### config.mk
export PLATFORM = sky130hd
export DESIGN_NAME = custom_section_finder_unit
export DESIGN_NICKNAME = d
export VERILOG_FILES = /design/src/rtl/core/csf_pkg.sv /design/src/rtl/core/custom_section_finder_unit.sv
export SDC_FILE = /design/constraint.sdc
export NUM_CORES = 1
export LEC_CHECK = 0
export BUFFER_PORTS_ARGS = -buffer_cell sky130_fd_sc_hd__buf_4
export CAP_MARGIN = 20
export CORE_MARGIN = 1
export CORE_UTILIZATION = 44
export CTS_BUF_LIST = sky130_fd_sc_hd__clkbuf_2
export DETAILED_ROUTE_END_ITERATION = 10
export GPL_TIMING_DRIVEN = 0
export PLACE_DENSITY = 0.69
export SLEW_MARGIN = 30
export SYNTH_ARGS = -nofsm -noshare
export SYNTH_HDL_FRONTEND = slang
export SYNTH_SLANG_ARGS = --single-unit
### constraint.sdc
create_clock -name clk -period 16.4 [get_ports clk]
set_clock_uncertainty 0.2 [all_clocks]
set_input_delay 0.82 -clock clk [delete_from_list [all_inputs] [get_ports clk]]
set_output_delay 0.82 -clock clk [all_outputs]
set_load 0.02 [all_outputs]
### src/rtl/core/csf_pkg.sv
// ----------------------------------------------------------------------------
// csf_pkg
// types, constants and helpers for the custom section finder
// ----------------------------------------------------------------------------
package csf_pkg;

  // bytes of module header skipped before the first section
  localparam int unsigned HEADER_BYTES = 8;
  // longest name the configured name register can hold
  localparam int unsigned MAX_NAME_BYTES = 8;
  // leb128 numbers end after this many bytes at most
  localparam int unsigned LEB_MAX_BYTES = 5;
  localparam int unsigned LEB_DATA_BITS = 7;

  // configuration register indexes
  localparam logic [1:0] CFG_TARGET_ID          = 2'd0;
  localparam logic [1:0] CFG_TARGET_NAME        = 2'd1;
  localparam logic [1:0] CFG_TARGET_NAME_LENGTH = 2'd2;

  // configuration reset values ("portid", first byte lowest)
  localparam logic [7:0]  TARGET_ID_RESET          = 8'h00;
  localparam logic [63:0] TARGET_NAME_RESET        = 64'h0000_6469_7472_6f70;
  localparam logic [3:0]  TARGET_NAME_LENGTH_RESET = 4'd6;

  typedef enum logic [2:0] {
    PH_HEADER,
    PH_ID,
    PH_LEN_TARGET,
    PH_LEN_OTHER,
    PH_NAMELEN,
    PH_NAME,
    PH_SKIP,
    PH_DONE
  } phase_t;

  typedef struct packed {
    logic [7:0] byte_value;
    logic       last_byte;
  } item_t;

  typedef struct packed {
    logic        found;
    logic [31:0] section_offset;
    logic [31:0] total_bytes;
    logic [31:0] payload_bytes;
  } result_t;

  // merge one leb128 byte into the accumulator at group position cnt
  function automatic logic [31:0] leb_merge(input logic [31:0] acc,
                                            input logic [7:0]  b,
                                            input logic [2:0]  cnt);
    logic [31:0] data;
    data = {25'd0, b[LEB_DATA_BITS-1:0]};
    case (cnt)
      3'd0:    leb_merge = acc | data;
      3'd1:    leb_merge = acc | (data << 7);
      3'd2:    leb_merge = acc | (data << 14);
      3'd3:    leb_merge = acc | (data << 21);
      default: leb_merge = acc | (data << 28);
    endcase
  endfunction

endpackage

### src/rtl/core/custom_section_finder_unit.sv
// ----------------------------------------------------------------------------
// custom_section_finder_unit
// scans a module image byte by byte for a named custom section
// ----------------------------------------------------------------------------
// Usage:
//   item channel (item_valid / item_stall / item) carries one image byte and
//   a last-byte flag. After a fixed header the sections are walked; a section
//   whose id equals target_id has its leb128 name length and name compared
//   with target_name / target_name_length.
//   result channel (result_valid / result_stall / result) gives at most one
//   item per image: found with offset and sizes at the first match, or a
//   not-found item (all fields zero) on the last byte if nothing matched.
//   Throughput: one byte per cycle while item_stall is low; the parse state
//   updates in the cycle the byte is taken. Results are registered in an
//   output register, or in one skid register while that is full and stalled.
//   item_stall is high while the skid register holds a result, which it
//   does only after the receiver stalled a full output register, so a
//   result-free byte stream keeps flowing while a result waits.
//   Reset clears the parse state, empties the output side and loads the
//   configuration reset values. The last byte returns the parser to its
//   reset state; configuration is kept. Registers are written via cfg_write.
// ----------------------------------------------------------------------------
module custom_section_finder_unit (
  input  logic              clk,
  input  logic              rst,
  input  logic              item_valid,
  output logic              item_stall,
  input  csf_pkg::item_t    item,
  output logic              result_valid,
  input  logic              result_stall,
  output csf_pkg::result_t  result,
  input  logic              cfg_write,
  input  logic [1:0]        cfg_index,
  input  logic [63:0]       cfg_data
);

  // configuration registers
  logic [7:0]  target_id;
  logic [63:0] target_name;
  logic [3:0]  target_name_length;

  // parse state
  csf_pkg::phase_t phase, phase_next;
  logic [31:0] byte_position, byte_position_next;
  logic [31:0] leb_value, leb_value_next;
  logic [2:0]  leb_byte_count, leb_byte_count_next;
  logic [31:0] section_start, section_start_next;
  logic [31:0] section_length, section_length_next;
  logic [3:0]  name_length, name_length_next;
  logic [2:0]  name_field_bytes, name_field_bytes_next;
  logic [3:0]  name_index, name_index_next;
  logic [31:0] skip_remaining, skip_remaining_next;

  // output side
  logic             skid_valid;
  csf_pkg::result_t skid;
  csf_pkg::result_t result_new;
  logic             produce;
  logic             accept;
  logic             slot_free;
  logic             load_from_skid, load_new_out, load_skid;

  // combinational helpers
  csf_pkg::phase_t phase_cur;
  logic [31:0] merged;
  logic [2:0]  count_inc;
  logic        leb_done;
  logic [31:0] skip_dec;
  logic        hit;
  logic [7:0]  want;

  assign accept     = item_valid && !item_stall;
  assign item_stall = skid_valid;

  // configuration writes
  always_ff @(posedge clk) begin
    if (rst) begin
      target_id          <= csf_pkg::TARGET_ID_RESET;
      target_name        <= csf_pkg::TARGET_NAME_RESET;
      target_name_length <= csf_pkg::TARGET_NAME_LENGTH_RESET;
    end else if (cfg_write) begin
      if (cfg_index == csf_pkg::CFG_TARGET_ID) begin
        target_id <= cfg_data[7:0];
      end
      if (cfg_index == csf_pkg::CFG_TARGET_NAME) begin
        target_name <= cfg_data;
      end
      if (cfg_index == csf_pkg::CFG_TARGET_NAME_LENGTH) begin
        target_name_length <= cfg_data[3:0];
      end
    end
  end

  // parse step for one byte
  always_comb begin
    phase_next            = phase;
    byte_position_next    = byte_position + 32'd1;
    leb_value_next        = leb_value;
    leb_byte_count_next   = leb_byte_count;
    section_start_next    = section_start;
    section_length_next   = section_length;
    name_length_next      = name_length;
    name_field_bytes_next = name_field_bytes;
    name_index_next       = name_index;
    skip_remaining_next   = skip_remaining;
    hit                   = 1'b0;
    merged                = '0;
    count_inc             = '0;
    leb_done              = 1'b0;
    want                  = target_name[{name_index[2:0], 3'b000} +: 8];
    skip_dec              = (skip_remaining != 32'd0) ? skip_remaining - 32'd1 : 32'd0;

    // header ends once enough bytes went by
    phase_cur = phase;
    if (phase == csf_pkg::PH_HEADER && byte_position >= 32'(csf_pkg::HEADER_BYTES)) begin
      phase_cur  = csf_pkg::PH_ID;
      phase_next = csf_pkg::PH_ID;
    end

    unique case (phase_cur)
      csf_pkg::PH_ID: begin
        section_start_next  = byte_position;
        leb_value_next      = '0;
        leb_byte_count_next = '0;
        phase_next = (item.byte_value == target_id) ? csf_pkg::PH_LEN_TARGET
                                                    : csf_pkg::PH_LEN_OTHER;
      end
      csf_pkg::PH_LEN_TARGET, csf_pkg::PH_LEN_OTHER: begin
        merged              = csf_pkg::leb_merge(leb_value, item.byte_value, leb_byte_count);
        count_inc           = leb_byte_count + 3'd1;
        leb_done            = !item.byte_value[7] || count_inc == 3'(csf_pkg::LEB_MAX_BYTES);
        leb_value_next      = merged;
        leb_byte_count_next = count_inc;
        if (leb_done) begin
          section_length_next = merged;
          skip_remaining_next = merged;
          if (phase_cur == csf_pkg::PH_LEN_OTHER) begin
            phase_next = (merged != 32'd0) ? csf_pkg::PH_SKIP : csf_pkg::PH_ID;
          end else begin
            leb_value_next        = '0;
            name_field_bytes_next = '0;
            phase_next            = csf_pkg::PH_NAMELEN;
          end
        end
      end
      csf_pkg::PH_NAMELEN: begin
        skip_remaining_next   = skip_dec;
        merged                = csf_pkg::leb_merge(leb_value, item.byte_value, name_field_bytes);
        count_inc             = name_field_bytes + 3'd1;
        leb_done              = !item.byte_value[7] || count_inc == 3'(csf_pkg::LEB_MAX_BYTES);
        leb_value_next        = merged;
        name_field_bytes_next = count_inc;
        if (leb_done) begin
          name_length_next = merged[3:0];
          name_index_next  = '0;
          if (target_name_length > 4'(csf_pkg::MAX_NAME_BYTES) ||
              merged != 32'(target_name_length)) begin
            phase_next = (skip_dec != 32'd0) ? csf_pkg::PH_SKIP : csf_pkg::PH_ID;
          end else if (merged == 32'd0) begin
            hit = 1'b1;
          end else begin
            phase_next = csf_pkg::PH_NAME;
          end
        end
      end
      csf_pkg::PH_NAME: begin
        skip_remaining_next = skip_dec;
        if (item.byte_value != want) begin
          phase_next = (skip_dec != 32'd0) ? csf_pkg::PH_SKIP : csf_pkg::PH_ID;
        end else begin
          name_index_next = name_index + 4'd1;
          if (name_index + 4'd1 == name_length) begin
            hit = 1'b1;
          end
        end
      end
      csf_pkg::PH_SKIP: begin
        skip_remaining_next = skip_dec;
        if (skip_dec == 32'd0) begin
          phase_next = csf_pkg::PH_ID;
        end
      end
      csf_pkg::PH_HEADER, csf_pkg::PH_DONE: begin
      end
      default: begin
      end
    endcase

    if (hit) begin
      phase_next = csf_pkg::PH_DONE;
    end

    // result for this byte: match, or not found on the last byte
    produce                   = hit || (item.last_byte && phase != csf_pkg::PH_DONE);
    result_new.found          = hit;
    result_new.section_offset = hit ? section_start : 32'd0;
    result_new.total_bytes    = hit ? 32'd1 + 32'(leb_byte_count) + section_length : 32'd0;
    result_new.payload_bytes  = hit ? section_length - 32'(name_field_bytes_next)
                                      - 32'(name_length_next) : 32'd0;

    // end of image returns the parser to its start
    if (item.last_byte) begin
      phase_next         = csf_pkg::PH_HEADER;
      byte_position_next = '0;
    end
  end

  // parse state registers
  always_ff @(posedge clk) begin
    if (rst) begin
      phase         <= csf_pkg::PH_HEADER;
      byte_position <= '0;
    end else if (accept) begin
      phase         <= phase_next;
      byte_position <= byte_position_next;
    end
  end

  always_ff @(posedge clk) begin
    if (accept) begin
      leb_value        <= leb_value_next;
      leb_byte_count   <= leb_byte_count_next;
      section_start    <= section_start_next;
      section_length   <= section_length_next;
      name_length      <= name_length_next;
      name_field_bytes <= name_field_bytes_next;
      name_index       <= name_index_next;
      skip_remaining   <= skip_remaining_next;
    end
  end

  // output register with skid stage
  assign slot_free      = !result_valid || !result_stall;
  assign load_from_skid = slot_free && skid_valid;
  assign load_new_out   = slot_free && !skid_valid && accept && produce;
  assign load_skid      = !slot_free && accept && produce;

  always_ff @(posedge clk) begin
    if (rst) begin
      result_valid <= 1'b0;
      skid_valid   <= 1'b0;
    end else begin
      if (slot_free) begin
        result_valid <= load_from_skid || load_new_out;
      end
      if (load_from_skid) begin
        skid_valid <= 1'b0;
      end else if (load_skid) begin
        skid_valid <= 1'b1;
      end
    end
  end

  always_ff @(posedge clk) begin
    if (load_from_skid) begin
      result <= skid;
    end else if (load_new_out) begin
      result <= result_new;
    end
    if (load_skid) begin
      skid <= result_new;
    end
  end

endmodule

==> run_results.csv <==
group,metric,value,unit
detailed_routing,drt_iter0_drc,1315,
synth,synth_edf_count,336,
worst_setup_path,r2r_cells,19,
layout,fillers,4249,
worst_setup_path,cp_slowest_stage_delay,0.65,ns
worst_setup_path,critPathLaunch,"name_field_bytes[2]",
timing,worst_slew_pin_slew,1.060,ns
synth,netlist_area,21610,um^2
synth,yosys-top-cells-area,"edfxtp_1 (47%), dfxtp_1 (10%), nand2_1 (4.8%), nor2_1 (3.3%), xnor2_1 (2.6%)",
cts,cts_buffers,114,
global_routing,grt_pass1_wl,91080,um
detailed_routing,wl,58330,um
worst_setup_path,endpoint_kind,"register",
cts,ctsResizeCount,0,
layout,num-nets-final,2460,
synth,synth_largest_area_cell,"edfxtp_1",
layout,drive_gt1_share,19.89,%
synth,synth-main-ff-cell,"edfxtp_1",
global_routing,grt_max_degree,51,
worst_setup_path,worstSetupPathType,"reg2reg",
floorplanning,start_util,44.98,%
cts,cts_root_buffer,"clkbuf_2",
cts,clk_latency,1.16,ns
timing,tns,0,ns
run_status,run_status,"completed",
placed_design,place_congestion,0.9235,
layout,multi_input_area,8576,um^2
global_routing,grt_pass1_vias,16680,
cts,cts.sinks,449,
synth,netlist_instances,1971,
synth,ys_warn_count,0,
synth,synthTopCellsByCount,"edfxtp_1 (336), nand2_1 (279), nor2_1 (188)",
floorplanning,dieWidth,223.6,um
synth,yosys_register_bits,449,
layout,synthToLayoutAreaGrowth,18.98,%
floorplanning,rows,80,
floorplanning,pin_count,179,
placed_design,portBuffers,176,
synth,yosysMostFrequentCell,"edfxtp_1",
timing,whs,0.1655,ns
timing,fmax,163.2,MHz
detailed_routing,detail-route-antenna-nets,0,
timing,slew_headroom,29.10,%
worst_hold_path,min_from,"item[7]",
synth,seq_area_frac_synth,57.16,%
worst_setup_path,cp.arrival,6.85,ns
synth,synth.distinct_cells,77,
cts,cts_buffer_depth,3,
cts,clk_pin_slew_worst_paths,0.11,ns
worst_setup_path,crit_fanout,10,
floorplanning,core_area,48050,um^2
worst_setup_path,rr_startpoint,"name_field_bytes[2]",
worst_setup_path,cp_cell_sequence,"clkbuf_1 -> inv_1 -> ha_1 -> o21ai_0 -> nor2b_1 -> clkbuf_1 -> nor2_1 -> a21o_1 -> fa_1 -> inv_1 -> ha_1 -> o21a_1 -> o21ai_0 -> a21oi_1 -> o21ai_0 -> nand4_1 -> nor4_1 -> xnor2_1 -> o31ai_2",
global_routing,grt-ovfl-total,0,
placed_design,post-dp-hpwl,42280,um
timing,finalCritPeriodShare,37.36,%
timing,setup_viol,0,
worst_setup_path,cp_common_cell,"o21ai_0",
timing,rsz0062_at_grt,"false",
cts,cts_tree,"done",
detailed_routing,vias,16830,
floorplanning,die_y,223.6,um
global_routing,grt_antenna_before_repair,1,
synth,synth_top_area_share,46.69,%
power,peakVddDrop,0.04933,mV
detailed_routing,vias_per_cell,5.508,
cts,h-tree-depth,3,
timing,finalMaxSlewViolations,0,
global_routing,grtUsageTotal,23.34,%
synth,mappedNetlistNets,2082,
worst_setup_path,reg2reg_to,"result[31]",
flow_run,drv_cap,0,
worst_setup_path,rrSetupSlack,10.27,ns
floorplanning,die_area,50010,um^2
synth,syn_avg_cell_area,10.96,um^2
layout,seqCellArea,12350,um^2
detailed_routing,first_pass_iters,7,
power,p_leak,0.009545,uW
worst_setup_path,endpoint,"result[31]",
worst_hold_path,min_path_type,"in2reg",
power,powerDensity,82.25,nW/um^2
timing,finalCriticalPeriod,6.128,ns
worst_setup_path,cp_data_required_time,17.13,ns
synth,async_reset_ff_share,0,%
timing,hold_viol_final,0,
detailed_routing,avgRoutedWirePerCell,19.09,um
worst_setup_path,cpMaxStageDelayCell,"o21ai_0",
detailed_routing,drcViolationCount,0,
worst_setup_path,startpoint_type,"register",
[timing repair]
item	CTS	global route
hold buffers	71	0
hold endpoints to repair	83	0
setup buffers	0	0
[layout make-up]
type                    instances  share of cell area [%]
plain buffers                 122                   2.029
well taps                     615                   2.993
diodes                          1                0.009732
clock buffers                 166                   3.231
flip-flops and latches        449                   48.04
multi-input cells            1342                   33.35
repair buffers                262                   8.764
inverters                      58                  0.8467
clock inverters                40                  0.7348
[placed cells by master (no fill, tap or decap), drive strengths merged, types with 38 or more instances in the layout]
| cell | count |
|---|---|
| edfxtp | 336 |
| nand2 | 279 |
| clkbuf | 259 |
| buf | 220 |
| nor2 | 188 |
| dfxtp | 113 |
| a21oi | 92 |
| o31ai | 72 |
| dlygate4sd3 | 71 |
| xnor2 | 63 |
| inv | 59 |
| xor2 | 58 |
| mux2 | 44 |
| and2 | 41 |
| nand3 | 38 |
| clkinv | 38 |
[metal layers]
| metal | up-vias | wire, um | GRT usage [%] |
|---|---|---|---|
| li1 | 7982 | - | - |
| met1 | 7982 | 24810 | 30.62 |
| met2 | 717 | 26880 | 37.01 |
| met3 | 147 | 4482 | 4.656 |
| met4 | 0 | 2157 | 11.36 |
| met5 | - | 0 | 0 |
[critical path, delay by kind of cell (launching register included)]
family	cells	cell delay, ns
adders and majority gates	3	1.04
xor gates and xnor gates	1	0.18
and+or+nand+nor	4	1.11
DFF	1	0.40
buffers and inverters	4	0.83
AOI/OAI and AO/OA	7	2.14
[registers in the layout, summed over array words and instances, names as in the netlist, 8 cells and up]
name,flops
section_start,32
skip_remaining,32
target_id,8
skid,97
leb_value,32
target_name,64
result,97
section_length,32
byte_position,32
[stage by stage]
stage                     cell area [um^2]  total power, uW  setup WS, ns  std cells  util (%)
after floorplan                      21610             1326         5.787       1971         -
after global placement               23700             1379         1.389       2762     49.33
after detailed placement             23970             1382         10.40       2777     49.90
after CTS                            25700             2135         10.36       3054     53.50
after global routing                 25710             2204         9.663       3055     53.52
final                                25710             2115         10.27       3055     53.52
[logic make-up after synthesis]
kind of cell | Yosys count | synth area share [%]
flip-flops | 449 | 57.16
XOR/XNOR | 121 | 4.904
AND/OR/NAND/NOR | 767 | 17.01
AO/OA/AOI/OAI | 349 | 11.43
adder cells (fa/ha/maj) | 31 | 1.934
multiplexers | 74 | 4.145
buffers and inverters | 180 | 3.422
[power by group]
part | leakage, uW | internal, uW | switching, uW | total [uW]
Combinational | 0.00462 | 59.3 | 75.5 | 135
Clock | 0.000783 | 278 | 466 | 744
Sequential | 0.00415 | 1230 | 9.50 | 1240
Total | 0.00955 | 1560 | 551 | 2110
[worst min path at each step]
stage                     slack (ns)                end  cells past startpoint
final                           0.17  section_length[6]                      3
after detailed placement        0.25    target_name[18]                      2
after floorplan                 0.23    target_name[45]                      2
after global routing            0.09  section_length[6]                      3
after global placement          0.24    target_name[61]                      2
after CTS                       0.02  section_length[6]                      3
(Power assumes the default switching activity.)
